`config.mk`:
```
export PLATFORM = sky130hd
export DESIGN_NAME = bap_back
export DESIGN_NICKNAME = d
export VERILOG_FILES = /design/src/rtl/bap_pkg.sv /design/src/rtl/bap_back.sv
export SDC_FILE = /design/constraint.sdc
export NUM_CORES = 1
export LEC_CHECK = 0
export CORE_ASPECT_RATIO = 1.25
export CORE_MARGIN = 2
export CORE_UTILIZATION = 45
export DETAILED_ROUTE_END_ITERATION = 10
export DONT_BUFFER_PORTS = 1
export HOLD_SLACK_MARGIN = 0.12
export PLACE_DENSITY_LB_ADDON = 0.3
export SETUP_SLACK_MARGIN = 0.1
export SLEW_MARGIN = 15
export SYNTH_ARGS = -nofsm -noshare
export SYNTH_HDL_FRONTEND = slang
export SYNTH_SLANG_ARGS = --single-unit
export TNS_END_PERCENT = 20
```
`constraint.sdc`:
```
create_clock -name clk -period 6.9 [get_ports clk]
set_clock_uncertainty 0.15 [all_clocks]
set_input_delay 0.69 -clock clk [delete_from_list [all_inputs] [get_ports clk]]
set_output_delay 0.69 -clock clk [all_outputs]
set_load 0.05 [all_outputs]
```
`src/rtl/bap_pkg.sv`:
```
// Package for the block-average pixelate block.
// Holds the default bounds, register indexes and the pixel and cell payload types.
// No dependencies.
package bap_pkg;

  localparam int DEF_MAX_WIDTH  = 1024;
  localparam int DEF_MAX_HEIGHT = 1024;
  localparam int DEF_MAX_CELL   = 64;
  localparam int JOB_DEPTH      = 4;

  localparam int CFG_IDX_W  = 2;
  localparam int CFG_DATA_W = 11;

  typedef enum logic [CFG_IDX_W-1:0] {
    REG_CELL_SIZE    = 2'd0,
    REG_IMAGE_WIDTH  = 2'd1,
    REG_IMAGE_HEIGHT = 2'd2
  } reg_index_t;

  localparam logic [6:0]  RST_CELL_SIZE    = 7'd8;
  localparam logic [10:0] RST_IMAGE_WIDTH  = 11'd640;
  localparam logic [10:0] RST_IMAGE_HEIGHT = 11'd480;

  typedef struct packed {
    logic [7:0] red_in;
    logic [7:0] green_in;
    logic [7:0] blue_in;
  } pixel_t;

  typedef struct packed {
    logic [9:0] cell_col;
    logic [9:0] cell_row;
    logic [6:0] cell_w;
    logic [6:0] cell_h;
    logic [7:0] red_mean;
    logic [7:0] green_mean;
    logic [7:0] blue_mean;
    logic       frame_last;
  } cell_t;

endpackage

```
`src/rtl/bap_back.sv`:
```
// Back end: takes cell jobs from the queue and divides the three channel sums
// by the cell area, one quotient bit per cycle, into the result register. Uses bap_pkg.
module bap_back #(
  parameter int MAX_WIDTH  = 1024,
  parameter int MAX_HEIGHT = 1024,
  parameter int MAX_CELL   = 64
) (
  input  logic                  clk,
  input  logic                  rst,
  input  logic                  q_empty,
  output logic                  q_pop,
  input  logic [$clog2(MAX_WIDTH)+$clog2(MAX_HEIGHT)+4*($clog2(MAX_CELL)+1)
                +3*(8+2*$clog2(MAX_CELL))+1-1:0] job,
  output logic                  empty,
  input  logic                  pop,
  output bap_pkg::cell_t        result
);
  import bap_pkg::*;

  localparam int XW  = $clog2(MAX_WIDTH);
  localparam int YW  = $clog2(MAX_HEIGHT);
  localparam int CW  = $clog2(MAX_CELL);
  localparam int DW  = CW + 1;
  localparam int KNW = 2 * DW;
  localparam int SW  = 8 + 2 * CW;
  localparam int NW  = SW + 1;
  localparam int IW  = $clog2(NW + 1);

  typedef enum logic [2:0] {
    ST_IDLE = 3'b001,
    ST_DIV  = 3'b010,
    ST_DONE = 3'b100
  } state_t;

  state_t         state;
  logic [IW-1:0]  iter;
  logic [XW-1:0]  j_col;
  logic [YW-1:0]  j_row;
  logic [DW-1:0]  j_w, j_h;
  logic [KNW-1:0] j_cnt;
  logic [SW-1:0]  j_sum [3];
  logic           j_last;
  logic [KNW-1:0] divisor;
  logic [NW-1:0]  quo [3];
  logic [KNW:0]   rem [3];
  logic [KNW+1:0] trial [3];
  logic [7:0]     mean [3];
  logic           res_valid, load_res;
  logic [XW-1:0]  result_meta_col;
  logic [YW-1:0]  result_meta_row;
  logic [DW-1:0]  result_meta_w, result_meta_h;
  logic           result_meta_last;

  assign {j_col, j_row, j_w, j_h, j_cnt, j_sum[0], j_sum[1], j_sum[2], j_last} = job;
  assign q_pop    = (state == ST_IDLE) && !q_empty;
  assign load_res = (state == ST_DONE) && (!res_valid || pop);
  assign empty    = !res_valid;

  always_comb begin
    for (int c = 0; c < 3; c++) begin
      trial[c] = {rem[c], quo[c][NW-1]};
      mean[c]  = (|quo[c][NW-1:8]) ? 8'hFF : quo[c][7:0];
    end
  end

  always_ff @(posedge clk) begin
    if (rst) begin
      state     <= ST_IDLE;
      res_valid <= 1'b0;
      iter      <= '0;
    end else begin
      case (state)
        ST_IDLE: begin
          if (!q_empty) begin
            state <= ST_DIV;
            iter  <= '0;
          end
        end
        ST_DIV: begin
          iter <= iter + 1'b1;
          if (iter == IW'(NW - 1)) begin
            state <= ST_DONE;
          end
        end
        ST_DONE: begin
          if (load_res) begin
            state <= ST_IDLE;
          end
        end
        default: state <= ST_IDLE;
      endcase
      if (load_res) begin
        res_valid <= 1'b1;
      end else if (pop) begin
        res_valid <= 1'b0;
      end
    end
  end

  // Restoring division of (sum + count/2) by count for the three channels.
  always_ff @(posedge clk) begin
    if (q_pop) begin
      divisor <= j_cnt;
      result_meta_col  <= j_col;
      result_meta_row  <= j_row;
      result_meta_w    <= j_w;
      result_meta_h    <= j_h;
      result_meta_last <= j_last;
      for (int c = 0; c < 3; c++) begin
        quo[c] <= NW'(j_sum[c]) + NW'(j_cnt >> 1);
        rem[c] <= '0;
      end
    end else if (state == ST_DIV) begin
      for (int c = 0; c < 3; c++) begin
        if (trial[c] >= (KNW+2)'(divisor)) begin
          rem[c] <= (KNW+1)'(trial[c] - (KNW+2)'(divisor));
          quo[c] <= {quo[c][NW-2:0], 1'b1};
        end else begin
          rem[c] <= (KNW+1)'(trial[c]);
          quo[c] <= {quo[c][NW-2:0], 1'b0};
        end
      end
    end
    if (load_res) begin
      result.cell_col   <= 10'(result_meta_col);
      result.cell_row   <= 10'(result_meta_row);
      result.cell_w     <= 7'(result_meta_w);
      result.cell_h     <= 7'(result_meta_h);
      result.red_mean   <= mean[0];
      result.green_mean <= mean[1];
      result.blue_mean  <= mean[2];
      result.frame_last <= result_meta_last;
    end
  end

  a_iter_bound: assert property (@(posedge clk) disable iff (rst)
    (state == ST_DIV) |-> (32'(iter) < NW))
    else $error("divider ran past its last step");

  a_pop_only_idle: assert property (@(posedge clk) disable iff (rst)
    q_pop |=> (state == ST_DIV) && (iter == '0))
    else $error("job taken without starting a division");

endmodule

```
; Yosys cells after proc, flatten, opt, wreduce, memory -nomap -nowiden
; Memory sizes are Yosys's and may differ from the RTL's.
; Cells that the tools add are included.
; Widths: inputs -> output; s select.
[word_totals]
output_inout_bits = 61
ram_bits = 108
n_memories = 2
wordCells = 106
input_bits = 113
reg_bits = 117
[op_classes]
muxes = 46
n_bitwise = 12
n_reduce_logical = 12
magnitude_cmp = 3
n_addsub = 7
n_eq_ne = 7
[mem_list]
columns = memory, words, width, read_ports, rd_ports_with_merged_regs, write_ports, line_no
row1 = quo, 3, 21, 3, 0, 3, bap_back.sv:44  ; logic [NW-1:0] quo [3];
row2 = rem, 3, 15, 3, 0, 3, bap_back.sv:45  ; logic [KNW:0] rem [3];
[op_table]
columns = op, count
row1 = $mux 21, 6
row2 = $mux 15, 6
row3 = $add 20x13->21, 3
row4 = $ge 16x14->1, 3
row5 = $sub 15x14->15, 3
row6 = $reduce_or 13->1, 3
row7 = $mux 1, 28
row8 = $or 1x1->1, 12
row9 = $pmux 5 s2, 1
row10 = $mux 3, 3
row11 = $pmux 3 s3, 1
row12 = $ne 2x2->1 const B, 3
row13 = $add 5x1->5 const B, 1
row14 = $eq 5x5->1 const B, 1
row15 = $mux 5, 1
row16 = $reduce_bool 2->1, 2
row17 = $eq 3x1->1 const B, 1
row18 = $eq 3x2->1 const B, 1
row19 = $eq 3x3->1 const B, 1
row20 = $reduce_and 3->1, 1
row21 = $logic_and 1x1->1, 2
row22 = $logic_not 1->1, 2
row23 = $reduce_and 2->1, 1
row24 = $logic_or 1x1->1, 1

; Longest topological paths before layout
[depth]
depth_word = 7
ltp_mapped = 13

; Worst setup path before layout
; No wires, ideal clock.
[synth_timing]
path_type = input port to flip-flop
start = in q_empty
end = reg iter[2]
path_stages = 7
t_required_ns = 6.624
t_arrival_ns = 4.665
setup_time_ns = 0.126
slack_ns = 1.959
path_cell_list = or3_1 inv_1 nor2_1 inv_1 o21ai_0 a21oi_1 nor2_1
[synth_between]
elab_chain_cells = 2
[synth_rtl]
columns = element, line_no
row1 = "start, declared", bap_back.sv:10  ; input logic q_empty,
row2 = $ne 2x2->1 (no source line), --
row3 = $reduce_and 2->1 (no source line), --
row4 = "end signal, assigned", bap_back.sv:80  ; iter <= iter + 1'b1;
row5 = "end, declared", bap_back.sv:36  ; logic [IW-1:0] iter;
; Every way passes these cells.
; A chain may end at the register's enable or synchronous reset.

; Final worst setup path
[layout_timing]
start = reg state[0]
end = out q_pop
[layout_between]
elab_chain_cells = 2
[layout_rtl]
columns = element, line_no
row1 = "start, declared", bap_back.sv:35  ; state_t state;
row2 = "start signal, assigned", bap_back.sv:68  ; state <= ST_IDLE;
row3 = "start signal, assigned", bap_back.sv:75  ; state <= ST_DIV;
row4 = "start signal, assigned", bap_back.sv:82  ; state <= ST_DONE;
row5 = $eq 3x1->1, bap_back.sv:55  ; assign q_pop = (state == ST_IDLE) && !q_empty;
row6 = $logic_and 1x1->1, bap_back.sv:55
row7 = "end, declared", bap_back.sv:11  ; output logic q_pop,
; Every way passes these cells.

==> metrics.md <==
| Metric | Value |
|---|---|
| Status | finished clean |
| CP bufs+invs | 2 |
| Vias in the first global route | 8691 |
| Synth top area cells | edfxtp_1 51%, ha_1 8.2%, o21ai_0 3.6%, a21oi_1 3.5%, nor2_1 3.2% |
| Worst reg2reg startpoint | state[0] |
| Cell Area, Synth | 12600 µm² |
| Clock root buffer | clkbuf_16 |
| Maximum VDD drop | 0.170 mV |
| Row count | 68 |
| R2r worst-path depth | 9 |
| FMAX | 0.291 GHz |
| DR vias/cell | 5.62 |
| Final min period | 3.43 ns |
| RR Endpoint | rem[0][3] |
| Cell taking the most area after synthesis | edfxtp_1 |
| GRT overflow | 0 |
| N_diodes | 0 |
| Worst hold start | result_meta_h[2] |
| Critical setup path kind | reg -> out |
| CTS clk-pin slew, worst paths | 0.07 ns |
| Max-slew violation count | 0 |
| #FFs+latches synth | 225 |
| Clk pwr share | 34.4% |
| Hold endpoint | result[27] |
| Type of the worst min-delay path | reg -> reg |
| Antenna violations before repair | 0 |
| Initial DRC Count | 601 |
| Internal | 2.64 mW |
| Post-synth EDFFs | 215 |
| Layout area overhead | 12.9% |
| Global-route wire length before repair | 45600 µm |
| ANT nets after route | 0 |
| RSZ-0062 raised after global routing | no |
| Cell family with most CP delay | buffers and inverters |
| Post-CTS resize count | 0 |
| Depth of the worst hold-timing path | 0 |
| Worst relative slew slack | 34.7% |
| Vias after detailed routing | 8784 |
| Startpoint types | register |
| Worst Path Arrival | 2.59 ns |
| Syn Nets | 1340 |
| NetSw | 1.00 mW |
| Async set-or-reset flop fraction in the synthesized netlist | 0% |
| Synth top area share | 51.1% |
| Total power | 3.64 mW |
| Syn. warnings | 0 |
| Initial Utilization | 45.7% |
| Max Cap Violations | 0 |
| Final period util | 49.7% |
| Clock sink count | 225 |
| CTS tree | yes |
| Synth cell types | 72 |
| Critical Path Slowest Stage Cell | buf_4 |
| Dpl cells | 1468 |
| CTS Buffer Depth | 3 |
| Post-synthesis sequential area ratio | 52.7% |
| Setup violators final | 0 |
| Crit-path max FO | 53 |
| Routed wire per std cell | 18.8 µm |
| Setup TNS | 0 ns |
| Die span in y | 191 µm |
| Final hold viol count | 0 |
| Most used DFF post-synth | edfxtp_1 |
| Dpl hpwl | 21000 µm |
| Worst reg2reg setup slack | 3.49 ns |
| H-Tree Depth | 1 |
| Hold_buf cts | 50 |
| All-Layer GR Usage | 19.5% |
| Switching Share | 27.4% |
| Skew-Pair Late Insertion Delay | 0.53 ns |
| Critical path cell sequence | nand2b_1 -> or3_1 -> inv_2 -> buf_4 |
| Slowest Stage Delay on Critical Path | 0.65 ns |
| Static leakage | 5.25 nW |
| Final-layout fill cell count | 2453 |
| Die ar. | 29400 µm² |
| Cells after Synth | 1138 |
| Req. time, crit path | 6.06 ns |
| Crit path capture type | output port |
| Core area | 27700 µm² |
| Fin cells | 1562 |
| Total clock buffers created by CTS | 24 |
| Pwr/cell area | 256 nW/µm² |
| Tightest Pin Transition | 0.979 ns |
| Syn Area/Cell | 11.1 µm² |
| DR pass1 iterations | 7 |
| # IOs | 174 |
| Post-CTS setup repair buffer count | 0 |
| Routability cong. | 0.883 |
| IO Port Bufs | 0 |
| Ratio of cells with drive above 1 in the final layout | 8.09% |
| DRC | 0 |
| Final wirelength | 29400 µm |
| Final nets | 1396 |
| Die Width | 154 µm |
| Largest net degree at the start of global routing | 80 |
| Sequential power share | 46.5% |
| Comb power frac | 19.1% |
power groups by stage:
stage / clock network [mW] / logic, mW / registers, mW
3_3_place_gp: 0 / 0.655 / 1.72
3_5_place_dp: 0 / 0.665 / 1.72
6_report: 1.25 / 0.696 / 1.69
5_1_grt: 1.33 / 0.780 / 1.71
2_1_floorplan: 0 / 0.532 / 1.70
4_1_cts: 1.27 / 0.695 / 1.69
worst register-to-register path: stages (launching register included):
cell     delay [ns]
dfxtp_1        0.48
or3b_2         0.18
buf_4          0.68
nor3_4         0.08
and3_4         0.21
a32o_1         0.22
a31oi_2        0.52
buf_4          0.32
mux2i_1        0.22
nor2_1         0.05
state kept, by name, indices dropped and copies added (netlist names):
| signal | count |
|---|---|
| rem | 45 |
| quo | 63 |
| result_meta_w | 7 |
| state | 3 |
| res_valid | 1 |
| result_meta_row | 10 |
| result_meta_h | 7 |
| result | 59 |
| result_meta_col | 10 |
| result_meta_last | 1 |
| divisor | 14 |
| iter | 5 |
worst max-delay path by stage:
stage,startpoint,end,slack (ns),cells past startpoint
after detailed placement,state[2],rem[0][3],3.52,9
final,state[0],q_pop,3.47,4
after CTS,state[0],q_pop,3.44,4
after floorplan,q_empty,iter[2],1.96,7
after global placement,divisor[0],rem[1][13],3.59,9
after global routing,state[2],rem[0][3],3.17,9
layout by cell type (no fill, tap or decap), types with 4 or more instances in the layout:
| cell | Yosys | final |
|---|---|---|
| a211oi_2 | 4 | 4 |
| dfxtp_1 | 10 | 10 |
| clkinv_1 | 0 | 5 |
| o21ai_0 | 90 | 89 |
| nand2_1 | 83 | 83 |
| ha_1 | 83 | 83 |
| nor2_1 | 108 | 107 |
| nor2b_1 | 16 | 16 |
| or3_1 | 9 | 9 |
| inv_1 | 53 | 51 |
| edfxtp_1 | 215 | 215 |
| nor3_1 | 11 | 11 |
| o21a_1 | 27 | 27 |
| nand2b_1 | 10 | 10 |
| a21o_1 | 15 | 15 |
| xor2_1 | 31 | 31 |
| o31ai_1 | 9 | 9 |
| or2_2 | 33 | 33 |
| dlygate4sd3_1 | 0 | 50 |
| nand4_1 | 16 | 16 |
| a211oi_1 | 12 | 12 |
| o311ai_0 | 5 | 5 |
| fa_1 | 6 | 6 |
| a31oi_1 | 5 | 5 |
| nand3_1 | 19 | 19 |
| mux2i_1 | 22 | 22 |
| buf_4 | 3 | 9 |
| clkinv_2 | 0 | 5 |
| clkbuf_16 | 0 | 24 |
| and3_1 | 6 | 6 |
| xnor2_1 | 44 | 44 |
| nor4_1 | 11 | 11 |
| nor3b_1 | 5 | 5 |
| o22ai_1 | 10 | 10 |
| a21oi_1 | 88 | 88 |
per-layer routing:
layer | up-vias | routed length (µm) | GRT usage [%] | part of all wire [%]
li1 | 4338 | - | - | -
met4 | 0 | 855 | 6.07 | 2.9
met5 | - | 0 | 0 | 0
met1 | 4147 | 12300 | 24.2 | 42
met2 | 252 | 14400 | 34.1 | 49
met3 | 47 | 1840 | 4.40 | 6.3
area by class of cell:
cell class | instances | area, µm² | share of cell area, %
Sequential cell | 225 | 6660 | 46.7
Inverter | 53 | 199 | 1.40
Tap cell | 350 | 438 | 3.07
Clock buffer | 26 | 608 | 4.27
Timing Repair Buffer | 59 | 568 | 3.98
Clock inverter | 18 | 160 | 1.12
Multi-Input combinational cell | 831 | 5630 | 39.5
kinds of logic after synthesis:
family | share of synthesized area [%]
simple gates | 13.3
fa+ha+maj | 9.17
mux | 1.74
buf+inv | 2.79
xor+xnor | 5.20
flops | 52.7
compound gates | 15.0
per-stage QoR:
step / instance area (µm²) / utilization, % / hold WS (ns) / worst slack [ns]
5_1_grt: 14300 / 51.6 / 0.266 / 3.17
4_1_cts: 14300 / 51.6 / 0.267 / 3.44
3_5_place_dp: 13000 / 47.0 / 0.255 / 3.52
3_3_place_gp: 13000 / 47.0 / 0.251 / 3.59
6_report: 14300 / 51.6 / 0.266 / 3.47
2_1_floorplan: 12600 / - / 0.250 / 1.96
cell usage after synthesis, drive strengths merged (7+ instances only):
cell,number
a21o,15
or3,9
edfxtp,215
dfxtp,10
ha,83
nor2b,16
xnor2,44
nand3,19
o21a,27
nand2,83
a211oi,16
xor2,31
mux2i,22
inv,53
and3,7
o31ai,9
nor4,11
buf,13
o21ai,93
nor2,108
o22ai,10
or2,35
nand4,16
clkbuf,16
nor3,12
a21oi,88
nand2b,10
Note: power is estimated with default switching activity, not from simulation.
