--- src/rtl/bap_fifo.sv ---
// Short job queue between the accumulating front end and the dividing back end.
// Holds finished cell sums; depends on nothing else.
module bap_fifo #(
  parameter int WIDTH = 8,
  parameter int DEPTH = 4
) (
  input  logic                       clk,
  input  logic                       rst,
  input  logic                       wr_en,
  input  logic [WIDTH-1:0]           wr_data,
  input  logic                       rd_en,
  output logic [WIDTH-1:0]           rd_data,
  output logic                       empty,
  output logic [$clog2(DEPTH+1)-1:0] count
);

  localparam int PW = $clog2(DEPTH);

  logic [WIDTH-1:0] slots [DEPTH];
  logic [PW-1:0]    wr_ptr;
  logic [PW-1:0]    rd_ptr;

  assign rd_data = slots[rd_ptr];
  assign empty   = (count == '0);

  always_ff @(posedge clk) begin
    if (wr_en) begin
      slots[wr_ptr] <= wr_data;
    end
  end

  always_ff @(posedge clk) begin
    if (rst) begin
      wr_ptr <= '0;
      rd_ptr <= '0;
      count  <= '0;
    end else begin
      if (wr_en) begin
        wr_ptr <= PW'((wr_ptr + 1'b1) % DEPTH);
      end
      if (rd_en) begin
        rd_ptr <= PW'((rd_ptr + 1'b1) % DEPTH);
      end
      count <= count + (wr_en ? 1'b1 : 1'b0) - (rd_en ? 1'b1 : 1'b0);
    end
  end

  a_no_overflow: assert property (@(posedge clk) disable iff (rst)
    wr_en |-> (count != ($clog2(DEPTH+1))'(DEPTH)) || rd_en)
    else $error("job queue written while full");

  a_no_underflow: assert property (@(posedge clk) disable iff (rst)
    rd_en |-> count != '0)
    else $error("job queue read while empty");

endmodule

--- config.mk ---
export PLATFORM = sky130hd
export DESIGN_NAME = bap_fifo
export DESIGN_NICKNAME = d
export VERILOG_FILES = /design/src/rtl/bap_fifo.sv
export SDC_FILE = /design/constraint.sdc
export NUM_CORES = 1
export LEC_CHECK = 0
export BUFFER_PORTS_ARGS = -buffer_cell sky130_fd_sc_hd__buf_2
export CELL_PAD_IN_SITES_DETAIL_PLACEMENT = 1
export CELL_PAD_IN_SITES_GLOBAL_PLACEMENT = 2
export CORE_MARGIN = 2
export CORE_UTILIZATION = 41
export DETAILED_ROUTE_END_ITERATION = 16
export PLACE_DENSITY = 0.8
export SLEW_MARGIN = 10
export SYNTH_ARGS = -nofsm -noshare
export SYNTH_HDL_FRONTEND = slang
export SYNTH_SLANG_ARGS = --single-unit
--- constraint.sdc ---
create_clock -name clk -period 2.3 [get_ports clk]
set_input_delay 0.69 -clock clk [delete_from_list [all_inputs] [get_ports clk]]
set_output_delay 0.69 -clock clk [all_outputs]
set_load 0.005 [all_outputs]
## After elaboration in Yosys (flattened, before gate mapping)

Memories as Yosys holds them, arrays and structs flattened. A register that Yosys moved wholly into a read port is not among the register bits.
Index checks and enable logic that the tools add are counted.
Widths: inputs -> output; s select.

- Add/sub/neg operators: 4
- Muxes and demuxes: 6
- Reductions and logical operators: 1

Operator list:

| operator | count |
|---|---|
| $add 2x1->2 const B | 2 |
| $mux 1 | 4 |
| $mux 2 | 2 |
| $add 3x1->3 | 1 |
| $logic_not 3->1 | 1 |
| $sub 3x1->3 | 1 |

- Register bits after elaboration: 7
- Bits in writable memories: 32
- Bits of input ports: 12
- Memories kept: 1

Memory list:

| memory | words | bits a word | rd ports | clocked after Yosys merged registers in | wr ports | line | text |
|---|---|---|---|---|---|---|---|
| slots | 4 | 8 | 1 | 1 | 1 | 19 | `logic [WIDTH-1:0] slots [DEPTH];` |

## Longest topological paths before layout

Gate-level depths: netlist (run 1).

- Depth after elaboration: 3
- Gate-level depth with buffers: 7
- Depth with buffers taken out: 7

## Least setup slack after synthesis (run 1)

OpenSTA, ideal clock, no wires.

- Kind: in2reg
- Start point: in rd_en
- End point: reg count[2]
- Setup time: 110 ps
- Arrival: 1731 ps
- Slack: 458 ps
- Stages on the path: 6
- Path through: ha_1 -> inv_1 -> ha_1 -> fa_1 -> xor3_1 -> nor2_1

- Cells in the longest elaborated chain, start to end: 2

RTL lines:

| item | line | text |
|---|---|---|
| start, declared | 11 | `input logic rd_en,` |
| $mux 1 | 44 | `count <= count + (wr_en ? 1'b1 : 1'b0) - (rd_en ? 1'b1 : 1'b0);` |
| $sub 3x1->3 | 44 |  |
| end signal, assigned | 44 |  |
| end, declared | 14 | `output logic [$clog2(DEPTH+1)-1:0] count` |

Every way passes these cells.
A chain may end at the register's enable or synchronous reset.

==> results of run 1 <==
power by group:
part	internal (W)	total (W)	switching, W
logic	0.000123	0.000210	0.0000872
clock network	0.000278	0.000518	0.000240
registers	0.000851	0.000880	0.0000290
routing by layer:
metal,vias up,routed length (microns),GRT usage [%]
met5,-,0,0
met1,380,1123,16.78
met2,18,1141,19.63
met4,0,34,6.378
li1,369,-,-
met3,4,122,6.303
worst paths after layout:
check / from / endpoint / slack [ps]
max: flip-flop / rd_data[0] / 130
min: rd_ptr[0]$_SDFFE_PP0P_ / flip-flop / 560
min reg2reg: rd_ptr[0]$_SDFFE_PP0P_ / flip-flop / 560
max reg2reg: count[0]$_SDFF_PP0_ / count[2]$_SDFF_PP0_ / 730
layout by cell type, fill, tap and decap left out, drive strengths merged:
cell | netlist | final
edfxtp | 32 | 32
buf | 1 | 24
dfxtp | 9 | 9
mux4 | 8 | 8
clkbuf | 1 | 7
inv | 6 | 6
ha | 6 | 6
nor2 | 5 | 5
and2 | 4 | 4
xnor2 | 2 | 2
nor2b | 2 | 2
nor3 | 1 | 1
a21bo | 1 | 1
nand3b | 1 | 1
a21oi | 1 | 1
xor3 | 1 | 1
mux2i | 1 | 1
fa | 1 | 1
clkinv | 0 | 1
cells by family after synthesis:
logic type      after synthesis  share of synthesized area, %
buf+inv                       8                         2.439
flops                        41                         71.75
mux                           9                         11.96
compound gates                2                        0.9439
simple gates                 13                         4.327
xor+xnor                      3                         2.596
fa+ha+maj                     7                         5.979
flip-flops by register name, indices dropped and copies added, names as in the netlist, named ones only:
register	cells
wr_ptr	2
slots	32
rd_ptr	2
count	3
layout make-up:
class,instances,area [sq um]
tap,48,60.06
clock inverter,1,5.005
timing repair buffer,24,122.6
fill,369,1829
multi-input combinational,34,410.4
clock buffer,7,97.59
inverter,6,22.52
sequential,41,1141
through the flow:
step	setup WS [ps]	std cells	power [W]	instance area (sq um)
finish	134.8	161	0.001608	1859
global placement	288.7	153	0.001107	1757
global route	52.64	161	0.001688	1859
CTS	103.5	161	0.001631	1859
floorplan	458.4	83	0.001031	1590
detailed placement	273.1	153	0.001115	1757
worst min-delay path, stage by stage, from the launching register on:
cell and delay (ps):
dfxtp_1 340, nand3b_1 90, a21oi_1 80
==> key figures, run 1 <==
Run status
  – Outcome: finished clean

Critical path
  – CP Capture Type: output port
  – Critical Path RT: 1610 ps
  – Critical path's top delay family: multiplexers
  – Critical path type: flip-flop to output port
  – CP arrival: approximately 1500 ps
  – Worst path depth: 3
  – CP max-delay cell: mux4_2
  – Critical path launch point type: flip-flop
  – CP Max Fanout: 8
  – CP max stage delay: 530 ps
  – Crit-path cells: buf_4 -> mux4_2 -> buf_2
  – Buf/Inv on CP: 2
  – FF-to-FF path depth: 7

Yosys
  – Synth warn: 0
  – Share of the synthesized area in the top cell type: between 60 and 70%
  – Largest area contributor in the netlist: edfxtp_1
  – Post-Syn Instances: 83
  – Syn nets: ~100
  – Count leader, synth: edfxtp_1
  – Dominant synthesized flop cell: edfxtp_1
  – Synth async-reset ratio: 0%
  – Yosys reg bits: between 40 and 50
  – Most frequent cells after synthesis: edfxtp_1 (32), dfxtp_1 (9), mux4_2 (8)
  – Cell variety after synth: 18
  – Sequential fraction of the synthesis area: 71.75%
  – Synth top area cells: edfxtp_1 (60%), dfxtp_1 (11%), mux4_2 (11%)
  – Number of enable flip-flop cells after synthesis: 32
  – Mapped Avg Cell Area: between 15 and 20 sq um
  – Mapped Area: between 1500 and 2000 sq um

Global route
  – Gr ovfl total: 0
  – Vias in the first global route: ~800
  – Largest net degree at the start of global routing: 14
  – First-pass GRT wire length: just over 4000 microns
  – Tot GR Track Use: approximately 13%
  – Initial antenna violation count: 0

Finish
  – Share of layout cells above drive strength 1: between 30% and 40%
  – Area Overhead vs Synth: 16.92%
  – Final Util: between 50% and 60%
  – N_diodes: 0
  – NumNets Final: 131

Pwr
  – Leak: roughly 0.69 nW
  – Peak VDD IR: 0.3995 mV
  – Cell Pwr Density: between 800 and 900 nW/um^2

CTS
  – Clk_lat worst skew: just under 300 ps
  – Num CTS Buffers: 5
  – Worst-path clk slew: 80 ps
  – Setup repair bufs after CTS: 0
  – CTS tree: yes
  – Root Buffer Master: clkbuf_8
  – Clk buf depth: 2
  – CTS sink cnt: between 40 and 50
  – Post_cts resized: 0
  – Hold buffer count at cts: 0
  – H-Tree Depth: 2

Routing
  – Drt total wl: ~2400 microns
  – DRT antenna net count: 0
  – Initial DRC Count: slightly above 40
  – Routed WL per cell: 15.04 microns
  – DRC violations left: 0
  – Via count: just under 800
  – DR pass1 iterations: 4
  – Vias per inst: 4.789

STA
  – Setup Total Neg Slack: 0 ps
  – Min cycle time layout: between 2000 and 2500 ps
  – Final setup fails: 0
  – Final worst path period share: between 90% and 100%
  – RSZ-0062 raised after global routing: no
  – Fin Clk Skew: 6.346 ps
  – Slew headroom: between 70% and 80%
  – Max Freq: ~0.46 GHz
  – Endpoints failing hold: 0
  – Worst-margin pin slew: 429.4 ps
  – Hold_ws: 560.5 ps
  – Final Max Slew Viols: 0

Die
  – Starting Density: around 43%
  – Full die area: roughly 4400 sq um
  – Die X: 66.28 microns
  – Core footprint: 3689 sq um
  – Row cnt: 22
  – IO Pins: 24
  – Die Ht: around 66 microns

Placed design
  – Placer congestion estimate: around 0.7
  – Port-buffer cells: 23
  – Detail Placement HPWL: 1687 microns

Worst hold path
  – WHS Path Cells: 2
  – HP Class: flip-flop to flip-flop

Run
  – Max Cap Violations: 0
Note: power is estimated with default switching activity, not from simulation.
==> run 2, diff against run 1 <==
Settings changed: CORE_UTILIZATION 41 to 40, PLACE_DENSITY 0.8 to 0.79.
==> run 2 against run 1 <==
Effect of this change: fmax up 0.22%; non-clock buffer count unchanged; first-iteration DRC count down 63%; clock skew down 1.2 ps; sequential share of layout area unchanged; power down 0.36%; global-route usage down 0.22 points; die area up 2.4%; sequential power about the same; core utilization down 0.74 points; sequential cell count unchanged; largest cell class unchanged.
==> key figures, run 2 (same netlist as run 1, synthesis figures left out) <==
CTS
  – Clk buf depth: 2 (unchanged)
  – Post_cts resized: 0 (unchanged)
  – Root Buffer Master: clkbuf_8 (unchanged)
  – Clk_lat worst skew: 290 ps (about the same)
  – CTS tree: yes (unchanged)
  – CTS sink cnt: 41 (unchanged)
  – Setup repair bufs after CTS: 0 (unchanged)
  – Hold buffer count at cts: 0 (unchanged)
  – H-Tree Depth: 2 (unchanged)
  – Num CTS Buffers: 5 (unchanged)
  – Worst-path clk slew: 70 ps (was 80 ps)

Global route
  – Grt met2 use: 22.40% (was 19.63%)
  – M1 GR Usage: 14.01% (was 16.78%)
  – First-pass GRT wire length: 3919 microns (was 4064 microns)
  – Largest net degree at the start of global routing: 14 (unchanged)
  – Tot GR Track Use: 13.21% (was 13.43%)
  – Gr ovfl total: 0 (unchanged)
  – Vias in the first global route: 824 (was 798)
  – GRT busiest layer: met2 (unchanged)
  – GRT met3 Usage: 4.730% (was 6.303%)
  – Initial antenna violation count: 0 (unchanged)

Pwr
  – Leak: 0.6915 nW (unchanged)
  – Final Power: 0.001602 W (was 0.001608 W)
  – Peak VDD IR: 0.4841 mV (was 0.3995 mV)
  – Cell Pwr Density: 861.8 nW/um^2 (was 865.0 nW/um^2)

STA
  – Final worst path period share: 93.93% (was 94.14%)
  – Max Freq: 0.4629 GHz (was 0.4619 GHz)
  – Final worst setup slack: 139.6 ps (was 134.8 ps)
  – RSZ-0062 raised after global routing: no (unchanged)
  – Final setup fails: 0 (unchanged)
  – Worst-margin pin slew: 445.3 ps (was 429.4 ps)
  – Min cycle time layout: 2160 ps (was 2165 ps)
  – Slew headroom: 70.31% (was 71.37%)
  – Final Max Slew Viols: 0 (unchanged)
  – Setup Total Neg Slack: 0 ps (unchanged)
  – Fin Clk Skew: 5.174 ps (was 6.346 ps)
  – Endpoints failing hold: 0 (unchanged)

Routing
  – Via count: 783 (was 771)
  – Vias per inst: 4.863 (was 4.789)
  – Routed WL per cell: 15.75 microns (was 15.04 microns)
  – DRT antenna net count: 0 (unchanged)
  – Initial DRC Count: 15 (was 41)
  – Drt total wl: 2535 microns (was 2421 microns)
  – DRC violations left: 0 (unchanged)
  – DR pass1 iterations: 4 (unchanged)

Critical path
  – Buf/Inv on CP: 2 (unchanged)
  – CP max stage delay: 520 ps (was 530 ps)
  – Critical path's top delay family: multiplexers (unchanged)
  – CP arrival: 1470 ps (was 1480 ps)
  – CP max-delay cell: mux4_2 (unchanged)
  – Worst flop-to-flop path endpoint: count[2]$_SDFF_PP0_ (unchanged)
  – Crit-path cells: buf_4 -> mux4_2 -> buf_2 (unchanged)
  – R2r setup slk: 670 ps (was 730 ps)
  – Reg2Reg Launch Point: count[0]$_SDFF_PP0_ (unchanged)
  – FF-to-FF path depth: 7 (unchanged)
  – Critical path type: flip-flop to output port (unchanged)
  – Critical path launch point type: flip-flop (unchanged)
  – CP Capture Type: output port (unchanged)
  – CP Max Fanout: 8 (unchanged)
  – Critical Path RT: 1610 ps (about the same)

Finish
  – Area Overhead vs Synth: 16.92% (unchanged)
  – Most flops, register: slots (unchanged)
  – N_diodes: 0 (unchanged)
  – Max FFs per register: 32 (unchanged)
  – Commonest non-fill, non-tap cells in the layout: edfxtp_1 (32), buf_2 (23), dfxtp_1 (9) (unchanged)
  – Filler cell count: 382 (was 369)
  – Commonest non-fill, non-tap cell in the layout: edfxtp_1 (unchanged)
  – Final instance area: 1859 sq um (unchanged)
  – Share of layout cells above drive strength 1: 35.40% (unchanged)
  – Sequential Area: 1141 sq um (unchanged)
  – Registers with the most flip-flops: slots x32, count x3 (unchanged)
  – Area occupied by multi-input gates: 410.4 sq um (unchanged)
  – NumNets Final: 131 (unchanged)

Die
  – Full die area: 4496 sq um (was 4393 sq um)
  – Die X: 67.06 microns (was 66.28 microns)
  – IO Pins: 24 (unchanged)
  – Row cnt: 22 (unchanged)
  – Core footprint: 3744 sq um (was 3689 sq um)
  – Starting Density: 42.48% (was 43.11%)
  – Die Ht: 67.06 microns (was 66.28 microns)

Placed design
  – Pre-CTS WS: 247.0 ps (was 273.1 ps)
  – Placer congestion estimate: 0.6689 (was 0.6990)
  – Placed inst area: 1757 sq um (unchanged)
  – Detail Placement HPWL: 1760 microns (was 1687 microns)
  – Port-buffer cells: 23 (unchanged)

Worst hold path
  – Hold EP: wr_ptr[1]$_SDFFE_PP0P_
  – Hold_sp: wr_ptr[1]$_SDFFE_PP0P_ (was rd_ptr[0]$_SDFFE_PP0P_)
  – HP Class: flip-flop to flip-flop (unchanged)
  – WHS Path Cells: 2 (unchanged)

Run
  – Max Cap Violations: 0 (unchanged)

Run status
  – Outcome: finished clean (unchanged)
==> run 2: cell counts in the layout (fill, tap and decap cells not counted) <==
No cell type changed its count.
==> run 2: how the worst max path moves through the flow <==
stage | startpoint | end | depth (start not counted)
after detailed placement | rd_en | count[2]$_SDFF_PP0_ | 7
after floorplan | rd_en | count[2]$_SDFF_PP0_ | 6
final | flip-flop | rd_data[2] | 3
after global placement | rd_en | count[2]$_SDFF_PP0_ | 7
after global routing | flip-flop | rd_data[2] | 3
after CTS | flip-flop | rd_data[2] | 3
==> run 2: per-layer routing <==
layer / vias up / wire length, microns / part of all wire, %
met2: 15 / 1353 / 53
met1: 395 / 995 / 39
li1: 366 / - / -
met3: 7 / 122 / 4.8
met4: 0 / 64 / 2.5
met5: - / 0 / 0
==> run 2: through the flow <==
step,utilization (%),std cells,hold WS (ps)
after floorplan,-,83,491.8
after global placement,46.93,153,525.8
after detailed placement,46.93,153,555.4
after CTS,49.67,161,563.5
after global routing,49.67,161,600.7
final,49.67,161,555.0
==> run 2: worst reg2reg max path, cell delays in order, from the launching register on <==
cell	delay, ps
dfxtp_1	360
inv_1	70
ha_1	270
inv_1	40
ha_1	180
fa_1	370
xor3_1	200
nor2_1	40
==> run 2: layout make-up <==
class	instances	share of cell area (%)
sequential	41	61.37
inverter	6	1.211
multi-input combinational	34	22.07
timing repair buffer	24	6.595
clock inverter	1	0.2692
tap	48	3.230
clock buffer	7	5.249
==> run 2: where the power goes <==
group / leakage, nW / total, W / internal, W / switching [W]
registers: 0.368 / 0.000880 / 0.000851 / 0.0000295
clock network: 0.0534 / 0.000506 / 0.000278 / 0.000228
logic: 0.270 / 0.000216 / 0.000124 / 0.0000921
total: 0.691 / 0.00160 / 0.00125 / 0.000349
==> run 3, diff against run 2 <==
Settings changed: GPL_TIMING_DRIVEN set to 0, MAX_ROUTING_LAYER set to met4.
==> run 3 against run 2 <==
Effect of this change: sequential share of layout area is 0.41 points lower; fmax increased by 1.1%; clock skew hardly changed; setup slack gained 23 ps; register-to-register slack hardly changed; sequential cell count is the same; first-iteration DRC count rose by 120%; count of clock-buffer cells in the layout down 1; core utilization is 0.33 points higher; final area is 0.67% higher; largest power group unchanged.
==> key figures, run 3 (same netlist as run 1, synthesis figures left out) <==
Run status
  – Outcome: finished clean (unchanged)

Finish
  – Share of layout cells above drive strength 1: 35.09% (was 35.40%)
  – NumNets Final: 132 (was 131)
  – Max FFs per register: 32 (unchanged)
  – Commonest non-fill, non-tap cells in the layout: edfxtp_1 (32), buf_2 (23), dfxtp_1 (9) (unchanged)
  – Area occupied by multi-input gates: 410.4 sq um (unchanged)
  – Most flops, register: slots (unchanged)
  – Commonest non-fill, non-tap cell in the layout: edfxtp_1 (unchanged)
  – Sequential Area: 1141 sq um (unchanged)
  – Area Overhead vs Synth: 17.70% (was 16.92%)
  – Filler cell count: 371 (was 382)
  – N_diodes: 0 (unchanged)
  – Registers with the most flip-flops: slots x32, count x3 (unchanged)

STA
  – Final worst setup slack: 162.1 ps (was 139.6 ps)
  – Final worst path period share: 92.95% (was 93.93%)
  – Setup Total Neg Slack: 0 ps (unchanged)
  – Min cycle time layout: 2138 ps (was 2160 ps)
  – RSZ-0062 raised after global routing: no (unchanged)
  – Endpoints failing hold: 0 (unchanged)
  – Final setup fails: 0 (unchanged)
  – Max Freq: 0.4678 GHz (was 0.4629 GHz)
  – Final Max Slew Viols: 0 (unchanged)
  – Hold_ws: 547.5 ps (was 555.0 ps)
  – Slew headroom: 70.71% (was 70.31%)
  – Fin Clk Skew: 4.950 ps (was 5.174 ps)
  – Worst-margin pin slew: 439.3 ps (was 445.3 ps)

Global route
  – Initial antenna violation count: 0 (unchanged)
  – Vias in the first global route: 905 (was 824)
  – Gr ovfl total: 0 (unchanged)
  – First-pass GRT wire length: 4540 microns (was 3919 microns)
  – Tot GR Track Use: 15.42% (was 13.21%)
  – Largest net degree at the start of global routing: 13 (was 14)

Die
  – Starting Density: 42.48% (unchanged)
  – Die Ht: 67.06 microns (unchanged)
  – IO Pins: 24 (unchanged)
  – Full die area: 4496 sq um (unchanged)
  – Core footprint: 3744 sq um (unchanged)
  – Row cnt: 22 (unchanged)
  – Die X: 67.06 microns (unchanged)

CTS
  – CTS tree: yes (unchanged)
  – Worst-path clk slew: 80 ps (was 70 ps)
  – Clk buf depth: 2 (unchanged)
  – Post_cts resized: 0 (unchanged)
  – Hold buffer count at cts: 0 (unchanged)
  – Clk_lat worst skew: 290 ps (about the same)
  – Root Buffer Master: clkbuf_8 (unchanged)
  – Num CTS Buffers: 5 (unchanged)
  – Setup repair bufs after CTS: 0 (unchanged)
  – H-Tree Depth: 2 (unchanged)
  – CTS sink cnt: 41 (unchanged)

Placed design
  – Pre-CTS WS: 234.9 ps (was 247.0 ps)
  – Port-buffer cells: 23 (unchanged)
  – Placer congestion estimate: 0.6724 (was 0.6689)
  – Detail Placement HPWL: 1827 microns (was 1760 microns)

Run
  – Max Cap Violations: 0 (unchanged)

Critical path
  – CP Capture Type: output port (unchanged)
  – Critical Path RT: 1610 ps (about the same)
  – CP Max Fanout: 8 (unchanged)
  – Crit-path cells: buf_6 -> mux4_2 -> buf_2 (was buf_4 -> mux4_2 -> buf_2)
  – R2r setup slk: 680 ps (was 670 ps)
  – Critical path's top delay family: multiplexers (unchanged)
  – Buf/Inv on CP: 2 (unchanged)
  – Critical path type: flip-flop to output port (unchanged)
  – Critical path launch point type: flip-flop (unchanged)
  – CP max-delay cell: mux4_2 (unchanged)
  – CP max stage delay: 510 ps (was 520 ps)
  – CP arrival: 1450 ps (was 1470 ps)

Pwr
  – Leak: 0.6965 nW (was 0.6915 nW)
  – Peak VDD IR: 0.4195 mV (was 0.4841 mV)
  – Cell Pwr Density: 884.5 nW/um^2 (was 861.8 nW/um^2)
  – Final Power: 0.001656 W (was 0.001602 W)

Routing
  – Drt total wl: 2708 microns (was 2535 microns)
  – DRT antenna net count: 0 (unchanged)
  – Routed WL per cell: 16.72 microns (was 15.75 microns)
  – DR pass1 iterations: 4 (unchanged)
  – Initial DRC Count: 33 (was 15)
  – Vias per inst: 4.852 (was 4.863)
  – DRC violations left: 0 (unchanged)
  – Via count: 786 (was 783)

Worst hold path
  – HP Class: flip-flop to flip-flop (unchanged)
## run 3: changes by cell type in the layout (fill, tap and decap cells not counted)
cell	delta
clkinv_1	+1
buf_6	+1
clkbuf_16	-1
buf_4	-1
clkinv_2	-1
clkbuf_2	+1
bufinv_16	+1
## run 3: stage by stage
step | instances | cell area (sq um) | util, %
detailed placement | 154 | 1765 | 47.16
global placement | 154 | 1765 | 47.16
global route | 162 | 1872 | 50.00
floorplan | 83 | 1590 | -
finish | 162 | 1872 | 50.00
CTS | 162 | 1872 | 50.00
## run 3: layout make-up
cell class / instances / share of cell area (%)
inverters: 6 / 1.203
well taps: 48 / 3.209
flip-flops and latches: 41 / 60.96
repair buffers: 23 / 6.150
clock buffers: 6 / 3.877
multi-input cells: 34 / 21.93
clock inverters: 2 / 1.805
plain buffers: 2 / 0.8690
## run 3: final timing paths
path | depth (start not counted) | from | end
max reg2reg | 7 | count[0]$_SDFF_PP0_ | count[2]$_SDFF_PP0_
min reg2reg | 2 | rd_ptr[1]$_SDFFE_PP0P_ | rd_ptr[1]$_SDFFE_PP0P_
max | 3 | flip-flop | rd_data[3]
min | 2 | rd_ptr[1]$_SDFFE_PP0P_ | rd_ptr[1]$_SDFFE_PP0P_
## run 3: worst reg2reg max path: stages, from the launching register on
cell and delay [ps]:
dfxtp_1 350, inv_1 60, ha_1 260, inv_1 40
ha_1 180, fa_1 380, xor3_1 200, nor2_1 40
## run 3: power breakdown
group	internal [W]	total (W)	leakage, nW	switching (W)
clock network	0.000320	0.000547	0.0528	0.000227
logic	0.000127	0.000230	0.275	0.000103
registers	0.000851	0.000879	0.368	0.0000281
## run 3: routing by layer
metal / up-vias / track usage (%) / share of wire, %
li1: 369 / - / -
met1: 392 / 15.68 / 39
met2: 20 / 26.86 / 54
met3: 5 / 5.912 / 5.1
met4: 0 / 5.612 / 1.6
met5: - / - / 0
